<file path="config.mk">
export PLATFORM = sky130hd
export DESIGN_NAME = jvbi_back
export DESIGN_NICKNAME = d
export VERILOG_FILES = /design/src/rtl/jvbi_pkg.sv /design/src/rtl/jvbi_back.sv
export SDC_FILE = /design/constraint.sdc
export NUM_CORES = 1
export LEC_CHECK = 0
export BUFFER_PORTS_ARGS = -buffer_cell sky130_fd_sc_hd__buf_4
export CAP_MARGIN = 20
export CORE_ASPECT_RATIO = 0.6
export CORE_MARGIN = 2
export CORE_UTILIZATION = 40
export CTS_CLUSTER_DIAMETER = 40
export DETAILED_ROUTE_END_ITERATION = 10
export MAX_ROUTING_LAYER = met4
export PLACE_DENSITY = 0.64
export SYNTH_ARGS = -nofsm -noshare
export SYNTH_HDL_FRONTEND = slang
export SYNTH_SLANG_ARGS = --single-unit
</file>
<file path="constraint.sdc">
create_clock -name clk -period 25.2 [get_ports clk]
set_input_delay 2.52 -clock clk [delete_from_list [all_inputs] [get_ports clk]]
set_output_delay 2.52 -clock clk [all_outputs]
set_load 0.02 [all_outputs]
</file>
<file path="src/rtl/jvbi_pkg.sv">
package jvbi_pkg;

  // Fixed-point format of positions, velocities and factors
  localparam int FRAC_BITS = 16;
  localparam logic signed [17:0] ONE_FIX = 18'sd65536;

  // Register map (word index)
  localparam logic REG_DT   = 1'b0;
  localparam logic REG_STEP = 1'b1;

  // Reset values of the registers
  localparam logic [15:0]        DT_RESET   = 16'd655;
  localparam logic signed [17:0] STEP_RESET = ONE_FIX;

  // Square root: radicand width, root width, remainder width, number of stages
  localparam int SQ_IN_W   = 64;
  localparam int SQ_ROOT_W = 32;
  localparam int SQ_REM_W  = 36;
  localparam int SQ_STAGES = 16;

  typedef enum logic [1:0] {
    CODE_POS = 2'd0,
    CODE_ACC = 2'd1,
    CODE_BRK = 2'd2
  } code_t;

  // Per-item values that ride alongside the square root
  typedef struct packed {
    logic signed [33:0] acc_up;
    logic signed [33:0] acc_dn;
    logic signed [32:0] room_hi;
    logic signed [32:0] room_lo;
    logic               v_pos;
    logic               v_neg;
    logic               neg;
  } side_t;

endpackage

</file>
<file path="src/rtl/jvbi_back.sv">
module jvbi_back (
  input  logic                           clk,
  input  logic                           rst,
  input  logic                           in_valid,
  output logic                           in_ready,
  input  logic [jvbi_pkg::SQ_ROOT_W-1:0] in_root,
  input  jvbi_pkg::side_t                in_side,
  output logic                           out_valid,
  input  logic                           out_ready,
  output logic signed [31:0]             bound_low,
  output logic signed [31:0]             bound_high,
  output logic [1:0]                     active_low,
  output logic [1:0]                     active_high
);
  import jvbi_pkg::*;

  function automatic logic [31:0] sat32(input logic signed [33:0] x);
    logic [31:0] r;
    if (x[33:31] == 3'b000 || x[33:31] == 3'b111) r = x[31:0];
    else if (x[33]) r = 32'h8000_0000;
    else r = 32'h7FFF_FFFF;
    return r;
  endfunction

  logic signed [33:0] via, ub, lb, ub_f, lb_f;
  code_t              cu, cl, cu_f, cl_f;
  logic               vld;

  // Pick each bound and its constraint, then order them
  always_comb begin
    via = in_side.neg ? -$signed({2'b00, in_root}) : $signed({2'b00, in_root});
    if (!in_side.v_pos) begin
      if ($signed({in_side.room_hi[32], in_side.room_hi}) < in_side.acc_up) begin
        ub = $signed({in_side.room_hi[32], in_side.room_hi});
        cu = CODE_POS;
      end else begin
        ub = in_side.acc_up;
        cu = CODE_ACC;
      end
    end else begin
      if (via < in_side.acc_up) begin
        ub = via;
        cu = CODE_BRK;
      end else begin
        ub = in_side.acc_up;
        cu = CODE_ACC;
      end
    end
    if (!in_side.v_neg) begin
      if ($signed({in_side.room_lo[32], in_side.room_lo}) > in_side.acc_dn) begin
        lb = $signed({in_side.room_lo[32], in_side.room_lo});
        cl = CODE_POS;
      end else begin
        lb = in_side.acc_dn;
        cl = CODE_ACC;
      end
    end else begin
      if (via > in_side.acc_dn) begin
        lb = via;
        cl = CODE_BRK;
      end else begin
        lb = in_side.acc_dn;
        cl = CODE_ACC;
      end
    end
    // Swap crossed bounds together with their codes
    if (lb > ub) begin
      lb_f = ub;
      ub_f = lb;
      cl_f = cu;
      cu_f = cl;
    end else begin
      lb_f = lb;
      ub_f = ub;
      cl_f = cl;
      cu_f = cu;
    end
  end

  assign in_ready = !vld || out_ready;

  always_ff @(posedge clk) begin
    if (rst) begin
      vld <= 1'b0;
    end else if (in_ready) begin
      vld <= in_valid;
    end
  end

  always_ff @(posedge clk) begin
    if (in_ready) begin
      bound_low   <= sat32(lb_f);
      bound_high  <= sat32(ub_f);
      active_low  <= cl_f;
      active_high <= cu_f;
    end
  end

  assign out_valid = vld;

endmodule

</file>
Word level (Yosys, flattened, before mapping)
Cells that the tools add are included.
{"block": "word_totals", "register_bits": 69, "inputBits": 173, "output_inout_bits": 70, "elab_cells": 40}
{"block": "classes", "add_sub_neg": 1, "order_cmp": 5, "eq_ne": 2, "n_mux": 21, "reduce_logical": 6}
{"cell": "2-to-1 mux 34 bit", "count": 9}
{"cell": "2-to-1 mux 32 bit", "count": 4}
{"cell": "> comparator 34 bit", "count": 2}
{"cell": "> comparator 33 x 34 -> 1 bit", "count": 1}
{"cell": "< comparator 33 x 34 -> 1 bit", "count": 1}
{"cell": "< comparator 34 bit", "count": 1}
{"cell": "negator 32 -> 34 bit", "count": 1}
{"cell": "2-to-1 mux 2 bit", "count": 6}
{"cell": "== test 3 bit, second input constant", "count": 2}
{"cell": "logical NOT 3 bit", "count": 2}
{"cell": "logical OR 1 bit", "count": 3}
{"cell": "2-to-1 mux 1 bit", "count": 2}
{"cell": "logical NOT 1 bit", "count": 1}

Depth between registers and ports, before layout
Gate-level depths: netlist of run 1.
{"block": "logic_depth", "word_depth": 10, "ltp_mapped": 31, "mapped_depth_nobuf": 27}

Worst setup path before layout of run 1
Ideal clock, no wire load.
{"block": "synth_timing", "kind": "input to register", "from": "in in_root[9] (netlist bit)", "to": "reg bound_high[11], data pin", "setup_ps": 259, "arrival_ps": 9394, "required_ps": 24941, "setup_slack_ps": 15547, "path_stages": 28, "path_buffers": 4, "cell_sequence": "or4_1 > or2_4 > or4_4 > o41ai_1 > xor2_1 > inv_1 > ha_1 > a21oi_1 > o21ai_0 > o31a_1 > o311ai_0 > and2_1 > buf_2 > clkbuf_1 > o22ai_1 > a21oi_1 > ha_1 > a21o_1 > a21o_1 > a21o_1 > a21o_1 > a21oi_1 > nor2b_1 > o31ai_2 > buf_2 > clkbuf_1 > mux2i_1 > o31ai_1"}
{"block": "synth_via", "elab_chain_len": 10, "word_cells_on_any_way": 15, "classes_between": "add/sub: 1; order compare: 3; eq/ne: 1; mux: 8; reduce/logical: 2"}
{"element": "from (decl)", "line_no": "jvbi_back.sv:6", "rtl": "input logic [jvbi_pkg::SQ_ROOT_W-1:0] in_root,"}
{"element": "negator 32 -> 34 bit", "line_no": "jvbi_back.sv:31", "rtl": "via = in_side.neg ? -$signed({2'b00, in_root}) : $signed({2'b00, in_root});"}
{"element": "2-to-1 mux 34 bit *", "line_no": "jvbi_back.sv:31"}
{"element": "> comparator 34 bit / < comparator 34 bit (equally long branches)", "line_no": "jvbi_back.sv:58, jvbi_back.sv:41"}
{"element": "2-to-1 mux 34 bit (on tied branches)", "line_no": "jvbi_back.sv:58, jvbi_back.sv:41"}
{"element": "2-to-1 mux 34 bit (on tied branches)", "line_no": "jvbi_back.sv:49, jvbi_back.sv:32"}
{"element": "> comparator 34 bit", "line_no": "jvbi_back.sv:67", "rtl": "if (lb > ub) begin"}
{"element": "2-to-1 mux 34 bit *", "line_no": "jvbi_back.sv:67"}
{"element": "== test 3 bit / logical NOT 3 bit (equally long branches)", "line_no": "jvbi_back.sv:19", "rtl": "if (x[33:31] == 3'b000 || x[33:31] == 3'b111) r = x[31:0];"}
{"element": "logical OR 1 bit", "line_no": "jvbi_back.sv:19"}
{"element": "2-to-1 mux 32 bit *", "line_no": "jvbi_back.sv:19"}
{"element": "to (signal assigned)", "line_no": "jvbi_back.sv:93", "rtl": "bound_high <= sat32(ub_f);"}
{"element": "to (decl)", "line_no": "jvbi_back.sv:11", "rtl": "output logic signed [31:0] bound_high,"}
Every way passes the cells marked *; elsewhere a longest branch is shown, timed or not.
A chain may end at the register's enable or synchronous reset.

Worst setup path in the final report of run 1
{"block": "layout_timing", "from": "in in_root[9] (netlist bit)", "to": "reg bound_low[7], data pin"}
{"block": "layout_via", "elab_chain_len": 10, "word_cells_on_any_way": 15, "classes_between": "add/sub: 1; order compare: 3; eq/ne: 1; mux: 8; reduce/logical: 2"}
{"element": "negator 32 -> 34 bit", "line_no": "jvbi_back.sv:31"}
{"element": "2-to-1 mux 34 bit *", "line_no": "jvbi_back.sv:31"}
{"element": "> comparator 34 bit / < comparator 34 bit (equally long branches)", "line_no": "jvbi_back.sv:58, jvbi_back.sv:41"}
{"element": "2-to-1 mux 34 bit (on tied branches)", "line_no": "jvbi_back.sv:58, jvbi_back.sv:41"}
{"element": "2-to-1 mux 34 bit (on tied branches)", "line_no": "jvbi_back.sv:49, jvbi_back.sv:32"}
{"element": "> comparator 34 bit", "line_no": "jvbi_back.sv:67"}
{"element": "2-to-1 mux 34 bit *", "line_no": "jvbi_back.sv:67"}
{"element": "== test 3 bit / logical NOT 3 bit (equally long branches)", "line_no": "jvbi_back.sv:19"}
{"element": "logical OR 1 bit", "line_no": "jvbi_back.sv:19"}
{"element": "2-to-1 mux 32 bit *", "line_no": "jvbi_back.sv:19"}
{"element": "to (signal assigned)", "line_no": "jvbi_back.sv:92", "rtl": "bound_low <= sat32(lb_f);"}
{"element": "to (decl)", "line_no": "jvbi_back.sv:10", "rtl": "output logic signed [31:0] bound_low,"}
Marked as above.

==> results of run 1 <==
[synth_stat cells, drive strengths merged (8+ instances only)]
| cell | count | share of area (%) |
|---|---|---|
| clkbuf | 23 | 0.88 |
| mux2i | 43 | 4.4 |
| o21ai | 54 | 2.8 |
| mux2 | 30 | 3.4 |
| a21oi | 97 | 5.0 |
| edfxtp | 68 | 21 |
| nor2 | 17 | 0.65 |
| a211oi | 8 | 0.79 |
| o31ai | 69 | 7.0 |
| buf | 29 | 2.3 |
| nand4 | 29 | 1.9 |
| or4 | 8 | 0.65 |
| a221oi | 19 | 1.8 |
| a32o | 9 | 0.92 |
| a21o | 23 | 1.8 |
| nand2 | 53 | 2.0 |
| o22ai | 15 | 0.96 |
| xnor2 | 24 | 2.1 |
| nand2b | 8 | 0.51 |
| nor3 | 26 | 1.4 |
| ha | 169 | 22 |
| nand3 | 21 | 1.1 |
| o22a | 15 | 1.3 |
| inv | 130 | 5.0 |
| nor4 | 9 | 0.57 |
[stage by stage]
stage | total power, mW | setup WS, ps | instances | cell area, µm²
finish | 0.954 | 13690 | 1627 | 12200
CTS | 0.952 | 13810 | 1625 | 12100
global placement | 0.801 | 13580 | 1608 | 11800
global route | 1.01 | 13190 | 1626 | 12200
floorplan | 0.607 | 15550 | 1086 | 9800
detailed placement | 0.806 | 13470 | 1609 | 11800
[final timing paths]
kind,startpoint,endpoint,slack (ps),cells past startpoint
hold / removal,out_valid,out_valid,870,2
setup / recovery,in_root[9],bound_low[7],13690,29
hold reg to reg,out_valid,out_valid,870,2
setup reg to reg,out_valid,bound_low[20],23530,2
[critical path, delay by kind of cell]
family	cells	cell delay (ps)
buf+inv	5	1330
simple gates	10	3720
fa+ha+maj	2	530
compound gates	11	3040
xor+xnor	1	330
[routing by layer]
metal / up-vias / track usage, %
met5: - / -
met4: 0 / 4.37
met3: 32 / 5.32
met2: 460 / 41.0
met1: 4601 / 42.7
li1: 4618 / -
[power groups by stage]
stage	Combinational, mW	Sequential (mW)	Clock (mW)
after CTS	0.579	0.229	0.144
final	0.586	0.227	0.142
after floorplan	0.311	0.296	0
after detailed placement	0.577	0.229	0
after global routing	0.630	0.233	0.150
after global placement	0.567	0.234	0
[state kept, by name (all words and copies together) (netlist names)]
register and flops:
active_low 2, out_valid 1, active_high 2, bound_low 32, bound_high 32
[logic make-up (layout without fill, tap and decap cells)]
group / after synthesis / in the layout
compound gates: 366 / 366
simple gates: 197 / 197
buf+inv: 182 / 400
fa+ha+maj: 169 / 169
mux: 73 / 73
flops: 69 / 69
xor+xnor: 30 / 30
other cells: 0 / 1
[layout make-up]
type	instances	area, µm²	area share, %
inverter	130	488	4.01
antenna	1	2.50	0.0206
multi-input combinational	835	6950	57.1
timing repair buffer	254	1930	15.9
tap	322	403	3.31
clock buffer	13	270	2.22
clock inverter	3	67.6	0.555
sequential	69	2060	16.9
==> results by stage, run 1 <==
Route:
- The mean routed wirelength per cell is 22.6 µm.
- The detail route stage leaves a number of antenna-violating nets equal to 0.
- The routed layout has 9711 vias.
- The count of routing violations after the opening detailed-route iteration is ~890.
- Detailed routing placed a total of 15200 µm of wire on met2.
- The uppermost metal layer occupied by signal nets is met4.
- The routed metal-1 wire length is about 17000 µm.
- The ratio of routed vias to standard cells is between 5 and 6.
- After detailed routing, the total wire length is 36800 µm.
- Summed over all nets, wire length on met3 after detailed routing comes to 3630 µm.
- The DRC violation count after routing is 0.
- The first TritonRoute pass finished after 5 iterations.

Finish:
- In the layout the commonest cells are 252 x sky130_fd_sc_hd__buf_4, 169 x sky130_fd_sc_hd__ha_1, 128 x sky130_fd_sc_hd__inv_1.
- Of the cells placed in the final design, the portion with a size suffix greater than 1 is 27.5%.
- The relative area change from synthesis to final layout is 24.3%.
- For this run, the share of the core covered by cells in the final layout is 50.5%.
- The layout filler cell count is 2315.
- The final layout contains 1641 nets.
- The commonest non-fill, non-tap cell in the layout is sky130_fd_sc_hd__buf_4.

Die:
- The die outline height is 125 µm.
- The die footprint is 0.0258 mm².
- After floorplanning, the core was divided into 44 placement rows.
- The width of the die is 206 µm.
- The standard cell core area is 0.0241 mm².
- The initial standard-cell utilization of the core is 40.6%.
- 243 I/O pins were placed.

Global routing:
- The largest net degree at the start of global routing is 42.
- The first global-routing pass estimated 54900 µm of wire.
- After global routing the overflow that remains totals 0.
- In the global route stage, overall resource usage came out at 28.8%.
- The number of global-route vias before repair came to between 9000 and 10000.
- The number of antenna violations at the first check in global routing is 0.

Timing:
- The total of endpoints with negative setup slack in the final report is 0.
- Measured against its own limit, the worst slew margin works out to 22.3%.
- Clock skew on the completed layout was measured at about 7.4 ps.
- The max-slew violation total from the final report came to 0.
- Dividing the final minimum period by the clock period gives 45.7%.
- The total negative setup slack is 0 ps.
- The transition time at the pin with the least slew margin is approximately 1100 ps.
- Counting I/O delays and the setup requirement, the final critical path takes between 10000 and 15000 ps.
- The tightest hold path in the finished design has a slack of 867 ps.
- Setup repair after global routing left no endpoint under its margin.
- The final count of hold timing violations is 0.
- The achievable frequency is 0.0869 GHz.

Placement:
- The post-detailed-placement half-perimeter wirelength is 30700 µm.
- Buffers placed on the I/O ports in this run total between 200 and 250.
- The placer congestion estimate is a little under 1.

Power:
- The power spent charging and discharging nets is 413 µW.
- The part of the power in the clock network is 14.8%.
- The maximum vdd ir drop is 56.1 µV.
- Combinational logic burns between 60% and 70% of the power.
- The cell leakage power is around 5.6 nW.
- The power density over the cells is slightly below 80 mW/mm².
- The switching share of total power is a little over two fifths.
- The part of the total power dissipated in sequential elements is around a quarter.
- The cell-internal power is 542 µW.

Worst setup path:
- The worst setup path is launched from a primary input.
- The biggest fanout along the worst timing path is 36.
- The worst-path cell with the longest stage delay is sky130_fd_sc_hd__nor4_1.
- The worst setup path is captured at a register.
- The critical path data arrival time is roughly 12000 ps.
- For the worst setup path, the data required time is 25250 ps.
- The cell repeated most along the worst path is sky130_fd_sc_hd__buf_4.
- The type of the setup path with the least slack is in2reg.
- The largest stage delay on the critical path is approximately 710 ps.

Logic synthesis:
- Yosys mapped the design onto 73 distinct sky130hd cell types.
- In this run, synthesis inferred between 60 and 70 flip-flops with an integrated enable.
- The number of warnings printed during yosys synthesis is 0.
- The total nets after synthesis is 1428.
- Summing the areas of all and, or, nand and nor instances in the mapped netlist gives between 10% and 20% of the synthesized area.
- The share of synthesized area occupied by flip-flops and latches is 21.0%.
- The main combinational cell family by area after synthesis is compound AO/OA/AOI/OAI gates.
- The post-synthesis adder-cell area fraction is 21.6%.
- The instance count of the mapped netlist is 1086.
- In this run, synthesis produced a sequential element count of 69.
- The most used flip-flop cell after synthesis is sky130_fd_sc_hd__edfxtp_1.
- The fraction of synthesized area in multiplexers is 7.84%.
- Summing the areas of all compound-gate instances in the mapped netlist gives 28.0% of the synthesized area.
- Summing every instance area after synthesis gives 0.00980 mm².
- After synthesis, the share of flip-flops with an asynchronous set or reset is 0%.
- Dividing the synthesized area by the synthesized cell count gives 9.02 µm².
- Of the total synthesized cell area, the portion taken by XOR and XNOR cells is 2.68%.

Clock tree:
- TritonCTS built the clock tree.
- Post-CTS repair changed the size of 0 cells.
- The cell sitting at the root of the clock tree is a sky130_fd_sc_hd__clkbuf_16.
- Counting every sink on the clock net gives 69.
- The number of setup buffers added after CTS is 0.
- The latest clock arrival within the worst-skew pair is 330 ps.
- Counting the buffers created by CTS gives 9.
- The clock transition time at the flip-flop clock pins of the worst setup and hold paths is around 60 ps.
- The clock passes through at most 2 buffers.
- The count of H-tree levels built during CTS is 3.
- After clock tree synthesis, the flow added hold-fix buffers numbering 0.

Worst hold path:
- The worst hold path belongs to the class reg2reg.

Job:
- The max-cap check violation count is 0.

Outcome:
- The flow ran to the end, and the final reports show no timing, DRC or antenna violations.
Power figures use the tool's default switching activity.
==> run 2, diff against run 1 <==
--- a/config.mk
+++ b/config.mk
@@ -13,7 +13,7 @@
 export CTS_CLUSTER_DIAMETER = 40
 export DETAILED_ROUTE_END_ITERATION = 10
 export MAX_ROUTING_LAYER = met4
-export PLACE_DENSITY = 0.64
+export PLACE_DENSITY = 0.66
 export SYNTH_ARGS = -nofsm -noshare
 export SYNTH_HDL_FRONTEND = slang
 export SYNTH_SLANG_ARGS = --single-unit
==> constraint.sdc (replaced) <==
create_clock -name clk -period 10.2 [get_ports clk]
set_input_delay 1.02 -clock clk [delete_from_list [all_inputs] [get_ports clk]]
set_output_delay 1.02 -clock clk [all_outputs]
set_load 0.02 [all_outputs]
==> results by stage, run 2 (same netlist as run 1, synthesis figures left out) <==
Clock tree:
- The buffer type at the clock tree root is sky130_fd_sc_hd__clkbuf_16.
- The number of resized instances in the post-cts repair step is 0 (unchanged).
- The latest clock arrival within the worst-skew pair is 330 ps (about the same).
- The count of hold buffers inserted by post-cts repair is 0 (unchanged).
- TritonCTS built the clock tree.
- The number of buffers on the longest clock path came to 2 (unchanged).
- The count of H-tree levels built during CTS is 3 (unchanged).
- The clock transition time at the flip-flop clock pins of the worst setup and hold paths is 60 ps (about the same).
- The post-CTS setup repair buffer count came to 0 (unchanged).
- The clock buffer count from CTS is 9 (unchanged).
- The sink count of the clock tree came to 69 (unchanged).

Power:
- The power density over the cells is 197 mW/mm² (+150%).
- The part of the power in the clock network is 16.9% (+2.1 points).
- The cell-internal power is 1.39 mW (+160%).
- The cell leakage power came to 5.69 nW (+0.76%).
- The maximum vdd ir drop is 109 µV (+94%).
- The switching share of total power is 42.4% (-0.88 points).
- The power spent charging and discharging nets was 1.02 mW (+150%).
- The part of the total power dissipated in sequential elements is 23.2% (-0.6 points).
- The portion of total power attributed to combinational logic is 59.9% (-1.5 points).

Route:
- The ratio of routed vias to standard cells came to 5.95 (-0.34%).
- The final antenna-violating net count is 0 (unchanged).
- The DRC violation count after routing was 0 (unchanged).
- The count of vias placed by the detailed router came to 9726 (+0.15%).
- The count of routing violations after the opening detailed-route iteration is 970 (+9.1%).
- The routed wire length came to 36500 µm (-0.82%).
- The mean routed wirelength per cell came to 22.3 µm (-1.3%).
- The detailed-router iteration count before antenna repair is 5 (unchanged).

Placement:
- The placer congestion estimate was 0.964 (-1.7%).
- The count of port buffers added during placement came to 242 (unchanged).
- The post-detailed-placement half-perimeter wirelength is 30800 µm (+0.46%).
- The post-placement cell count is 1616 (+0.44%).
- The placement-stage worst setup slack came to 690 ps (-12780 ps).

Die:
- The die outline height was 125 µm (unchanged).
- The standard cell core area came to 0.0241 mm² (unchanged).
- The die footprint was 0.0258 mm² (unchanged).
- The initial standard-cell utilization of the core was 40.6% (unchanged).
- The count of boundary I/O pins came to 243 (unchanged).
- The number of standard-cell rows in the floorplan is 44 (unchanged).
- The width of the die came to 206 µm (unchanged).

Finish:
- The sequential cell area was 0.00206 mm² (unchanged).
- The proportion of layout cells with a drive suffix above 1 is 27.8% (+0.26 points).
- The largest registers in the layout are bound_high: 32 flops, bound_low: 32 flops.
- The area occupied by multi-input gates came to 0.00695 mm² (about the same).
- The relative area change from synthesis to final layout is 25.0%.
- The number of non-filler instances in the completed layout was 1635 (+0.49%).
- The library cells used most frequently in the layout, excluding fill and tap cells, are 260 x sky130_fd_sc_hd__buf_4, 169 x sky130_fd_sc_hd__ha_1, 128 x sky130_fd_sc_hd__inv_1.
- The commonest non-fill, non-tap cell in the layout is sky130_fd_sc_hd__buf_4.
- The number of nets in the layout is 1647 (+0.37%).
- The utilization after layout is 50.8% (+0.30 points).
- The layout filler cell count is 2294 (-0.91%).

Worst setup path:
- For this design, the slowest cell found on the critical path is sky130_fd_sc_hd__a221oi_1.
- The largest stage delay on the critical path is 730 ps (+20 ps).
- The number of logic stages on the critical path including buffering is 25 (-14%).
- The biggest fanout along the worst timing path is 21 (-42%).
- The combined buffer and inverter count along the critical path is 3 (-2).
- The type of the setup path with the least slack is in2reg.
- The number of cells traversed by the worst register-to-register path is 2 (unchanged).
- The worst path required time is 10340 ps (-14910 ps).
- The critical path data arrival time came to 9480 ps (-2080 ps).
- The kind of launch point of the worst setup path is a primary input.
- The cell class contributing the biggest share of worst-path delay is simple AND/OR/NAND/NOR gates.
- The nature of the critical path endpoint is a register.

Timing:
- The worst path uses 91.7% of the clock period.
- The total of endpoints with negative setup slack in the final report was 0 (unchanged).
- Static timing analysis puts the maximum clock frequency at ~0.11 GHz.
- The total negative setup slack is 0 ps (unchanged).
- Setup repair after global routing left no endpoint under its margin.
- The final setup skew was 6.62 ps (-0.763 ps).
- The final count of hold timing violations is 0 (unchanged).
- The final setup slack of the worst path came to 851 ps (-12840 ps).
- The worst-case headroom to the max-slew limit is 34.8% (+12 points).
- The max-slew violation total from the final report is 0 (unchanged).
- The minimum clock period is 9350 ps.
- The final worst hold slack is 836 ps (-31.7 ps).
- The transition time at the pin with the least slew margin is 965 ps (-185 ps).

Global routing:
- The global-route track usage on met3 is 6.41% (+1.1 points).
- The global-route usage over all layers is 28.7% (-0.17 points).
- In this run the most used layer during global routing was met1.
- The number of antenna violations at the first check in global routing is 4 (+4).
- The global-route congestion overflow total is 0 (unchanged).
- The met2 usage is 39.9% (-1.1 points).
- The largest net degree at the start of global routing is 39 (-7.1%).
- The first-pass GRT wire length is 54500 µm (-0.83%).
- The number of global-route vias before repair is 9234 (+0.32%).
- The met1 routing resource usage after global routing is 42.0% (-0.73 points).

Worst hold path:
- The class of the tightest hold or removal check is in2reg.
- The number of cells on the worst hold path came to 2 (unchanged).

Outcome:
- The flow ran to the end, and the final reports show no timing, DRC or antenna violations.

Job:
- The max-cap check violation count is 0 (unchanged).
==> run 2: per-layer routing <==
layer,up-vias,part of all wire [%]
li1,4634,-
met1,4571,47
met2,481,41
met3,40,10
met4,0,1.7
met5,-,0
==> run 2: final timing paths <==
path / start / end / slack (ps)
worst min register to register: out_valid / out_valid / 890
worst max register to register: out_valid / bound_high[31] / 8550
worst max-delay path: in_root[9] / bound_high[6] / 850
worst min-delay path: rst / out_valid / 840
==> run 2: layout make-up <==
type | count | area share [%]
Tap cell | 322 | 3.29
Inverter | 130 | 3.98
Multi-Input combinational cell | 835 | 56.7
Sequential cell | 69 | 16.8
Timing Repair Buffer | 260 | 15.9
Clock buffer | 10 | 1.87
Antenna cell | 3 | 0.0613
Clock inverter | 6 | 1.30
==> run 2: per-stage QoR <==
| stage | power [mW] | instance area (µm²) |
|---|---|---|
| 5_1_grt | 2.56 | 12200 |
| 3_3_place_gp | 1.98 | 11900 |
| 2_1_floorplan | 1.50 | 9800 |
| 3_5_place_dp | 2.00 | 11900 |
| 6_report | 2.41 | 12200 |
| 4_1_cts | 2.42 | 12200 |
==> run 2: power groups by stage <==
| stage | combinational, mW | clock (mW) | sequential [mW] |
|---|---|---|---|
| 6_report | 1.45 | 0.409 | 0.560 |
| 5_1_grt | 1.56 | 0.426 | 0.575 |
| 4_1_cts | 1.44 | 0.413 | 0.563 |
| 3_5_place_dp | 1.43 | 0 | 0.564 |
| 3_3_place_gp | 1.41 | 0 | 0.571 |
| 2_1_floorplan | 0.768 | 0 | 0.732 |
==> run 3, diff against run 2 <==
--- a/config.mk
+++ b/config.mk
@@ -5,7 +5,7 @@
 export SDC_FILE = /design/constraint.sdc
 export NUM_CORES = 1
 export LEC_CHECK = 0
-export BUFFER_PORTS_ARGS = -buffer_cell sky130_fd_sc_hd__buf_4
+export BUFFER_PORTS_ARGS = -buffer_cell sky130_fd_sc_hd__buf_2
 export CAP_MARGIN = 20
 export CORE_ASPECT_RATIO = 0.6
 export CORE_MARGIN = 2
==> results by stage, run 3 (same netlist as run 1, synthesis figures left out) <==
Power:
- The maximum vdd ir drop is 137 µV (+26%).
- The part of the total power dissipated in sequential elements is 25.1% (+1.9 points).
- The cell leakage power is 5.44 nW (-4.3%).
- The switching share of total power is 45.9% (+3.5 points).
- The power density over the cells came to 192 mW/mm² (-2.8%).
- The power spent charging and discharging nets is 1.02 mW (-0.40%).
- The cell-internal power came to 1.20 mW (-14%).
- The part of the power in the clock network is 13.8% (-3.1 points).
- The portion of total power attributed to combinational logic is 61.1% (+1.2 points).

Placement:
- The placer congestion estimate is 0.961 (-0.33%).
- The post-detailed-placement half-perimeter wirelength was 31100 µm (+0.80%).
- The count of port buffers added during placement was 242 (unchanged).
- The placed instance area is 0.0113 mm² (-4.8%).

Global routing:
- The number of antenna violations at the first check in global routing is 2 (-2).
- The global-route congestion overflow total is 0 (unchanged).
- The largest net degree at the start of global routing is 40 (+2.6%).
- The first-pass GRT wire length came to 55400 µm (+1.8%).
- The global-route usage over all layers is 29.1% (+0.40 points).
- The number of global-route vias before repair came to 9404 (+1.8%).

Finish:
- The largest registers in the layout are bound_high: 32 flops, bound_low: 32 flops.
- The layout filler cell count is 2380 (+3.7%).
- The relative area change from synthesis to final layout is 18.3%.
- The proportion of layout cells with a drive suffix above 1 is 28.1% (+0.27 points).
- Leaving out fill and tap cells, the most frequent cells in the layout are 242 x sky130_fd_sc_hd__buf_2, 169 x sky130_fd_sc_hd__ha_1, 128 x sky130_fd_sc_hd__inv_1.
- The commonest non-fill, non-tap cell in the layout is sky130_fd_sc_hd__buf_2.
- The number of nets in the layout was 1652 (+0.30%).
- The cell area after layout was 0.0116 mm² (-5.4%).

Clock tree:
- The tree is rooted in a sky130_fd_sc_hd__clkbuf_16.
- The sink count of the clock tree is 69 (unchanged).
- The number of buffers on the longest clock path is 2 (unchanged).
- The count of H-tree levels built during CTS was 3 (unchanged).
- The CTS tree is built.
- The clock transition time at the flip-flop clock pins of the worst setup and hold paths is 50 ps (about the same).
- The clock buffer count from CTS is 9 (unchanged).
- The count of hold buffers inserted by post-cts repair is 0 (unchanged).
- The number of resized instances in the post-cts repair step was 0 (unchanged).
- The latest clock arrival within the worst-skew pair is 330 ps (about the same).
- The post-CTS setup repair buffer count came to 0 (unchanged).

Die:
- The count of boundary I/O pins is 243 (unchanged).
- The die outline height is 125 µm (unchanged).
- The initial standard-cell utilization of the core is 40.6% (unchanged).
- The standard cell core area came to 0.0241 mm² (unchanged).
- The die footprint is 0.0258 mm² (unchanged).
- The number of standard-cell rows in the floorplan came to 44 (unchanged).
- The width of the die is 206 µm (unchanged).

Worst hold path:
- The worst hold path belongs to the class in2reg.

Timing:
- The total of endpoints with negative setup slack in the final report came to 0 (unchanged).
- The final setup skew is 5.62 ps (-0.992 ps).
- The achievable frequency was 0.106 GHz (-0.95%).
- The final count of hold timing violations is 0 (unchanged).
- The max-slew violation total from the final report came to 0 (unchanged).
- The minimum clock period is 9440 ps (+89.7 ps).
- The total negative setup slack is 0 ps (unchanged).
- The final period utilization came to 92.5% (+0.88 points).
- The worst-case headroom to the max-slew limit is 18.5% (-16 points).
- The final worst hold slack is 849 ps (+13.1 ps).
- The transition time at the pin with the least slew margin was 1210 ps (+243 ps).
- Setup repair after global routing left no endpoint under its margin.

Route:
- The ratio of routed vias to standard cells is 6.01 (+0.96%).
- The routed wire length is 37100 µm (+1.6%).
- The count of vias placed by the detailed router is 9849 (+1.3%).
- The detailed-router iteration count before antenna repair is 5 (unchanged).
- The DRC violation count after routing was 0 (unchanged).
- The count of routing violations after the opening detailed-route iteration came to 978 (+0.82%).
- The mean routed wirelength per cell is 22.6 µm (+1.3%).
- The final antenna-violating net count is 0 (unchanged).

Worst setup path:
- The type of the setup path with the least slack is in2reg.
- STA classifies the critical path endpoint as a register.
- The biggest fanout along the worst timing path was 31 (+48%).
- The worst setup path is launched from a primary input.
- The worst path required time is 10250 ps (-90 ps).
- The largest stage delay on the critical path is 600 ps (-130 ps).
- The critical path data arrival time is 9490 ps (about the same).
- The flop-to-flop setup slack is 8510 ps (-40 ps).
- The worst-path cell with the longest stage delay is sky130_fd_sc_hd__or4_1.
- The cell repeated most along the worst path is sky130_fd_sc_hd__buf_4.

Outcome:
- The flow ran to the end, and the final reports show no timing, DRC or antenna violations.

Job:
- The max-cap check violation count came to 0 (unchanged).
run 3: changes by cell type in the layout (fill, tap and decap cells not counted):
cell / before / now
sky130_fd_sc_hd__buf_4: 260 / 23
sky130_fd_sc_hd__a211oi_2: 1 / 0
sky130_fd_sc_hd__clkinv_2: 0 / 2
sky130_fd_sc_hd__nand2b_2: 0 / 1
sky130_fd_sc_hd__a211oi_4: 1 / 2
sky130_fd_sc_hd__nand2b_4: 1 / 0
sky130_fd_sc_hd__clkinvlp_4: 0 / 2
sky130_fd_sc_hd__buf_2: 0 / 242
sky130_fd_sc_hd__bufinv_16: 5 / 1
run 3: power groups by stage:
stage | clock network [mW] | logic, mW | registers (mW)
2_1_floorplan | 0 | 0.768 | 0.732
3_3_place_gp | 0 | 1.32 | 0.571
3_5_place_dp | 0 | 1.35 | 0.558
4_1_cts | 0.309 | 1.35 | 0.559
5_1_grt | 0.325 | 1.46 | 0.572
6_report | 0.307 | 1.36 | 0.558
run 3: per-stage QoR:
stage / std cells / util, % / worst slack [ps] / power, mW
2_1_floorplan: 1086 / - / 2050 / 1.50
3_3_place_gp: 1621 / 46.8 / 801 / 1.89
3_5_place_dp: 1621 / 46.8 / 678 / 1.90
4_1_cts: 1637 / 48.0 / 1020 / 2.22
5_1_grt: 1639 / 48.0 / 342 / 2.36
6_report: 1640 / 48.1 / 762 / 2.22
run 3: final timing paths:
kind	startpoint	endpoint	cells after the start
worst max-delay path	in_root[9]	bound_low[25]	29
worst min-delay path	rst	out_valid	2
worst max register to register	out_valid	bound_low[20]	3
worst min register to register	out_valid	bound_high[22]	2
run 3: worst max-delay path, delay by kind of cell:
kind | cells | cell delay [ps]
AO/OA/AOI/OAI | 11 | 3020
XOR/XNOR | 1 | 240
adder cells (fa/ha/maj) | 2 | 630
buffers and inverters | 6 | 1410
AND/OR/NAND/NOR | 9 | 3130
run 3: per-layer routing:
metal,up-vias,track usage (%),part of all wire (%)
li1,4658,-,-
met1,4652,43.8,48
met2,503,41.6,41
met3,36,3.86,9.2
met4,0,4.50,1.4
met5,-,-,0
run 3: area by class of cell:
type | count | area [µm²] | area share, %
Clock buffer | 10 | 229 | 1.98
Clock inverter | 6 | 63.8 | 0.551
Sequential cell | 69 | 2060 | 17.8
Tap cell | 322 | 403 | 3.48
Antenna cell | 3 | 7.51 | 0.0648
Inverter | 130 | 488 | 4.21
Multi-Input combinational cell | 835 | 6950 | 60.0
Timing Repair Buffer | 265 | 1380 | 11.9
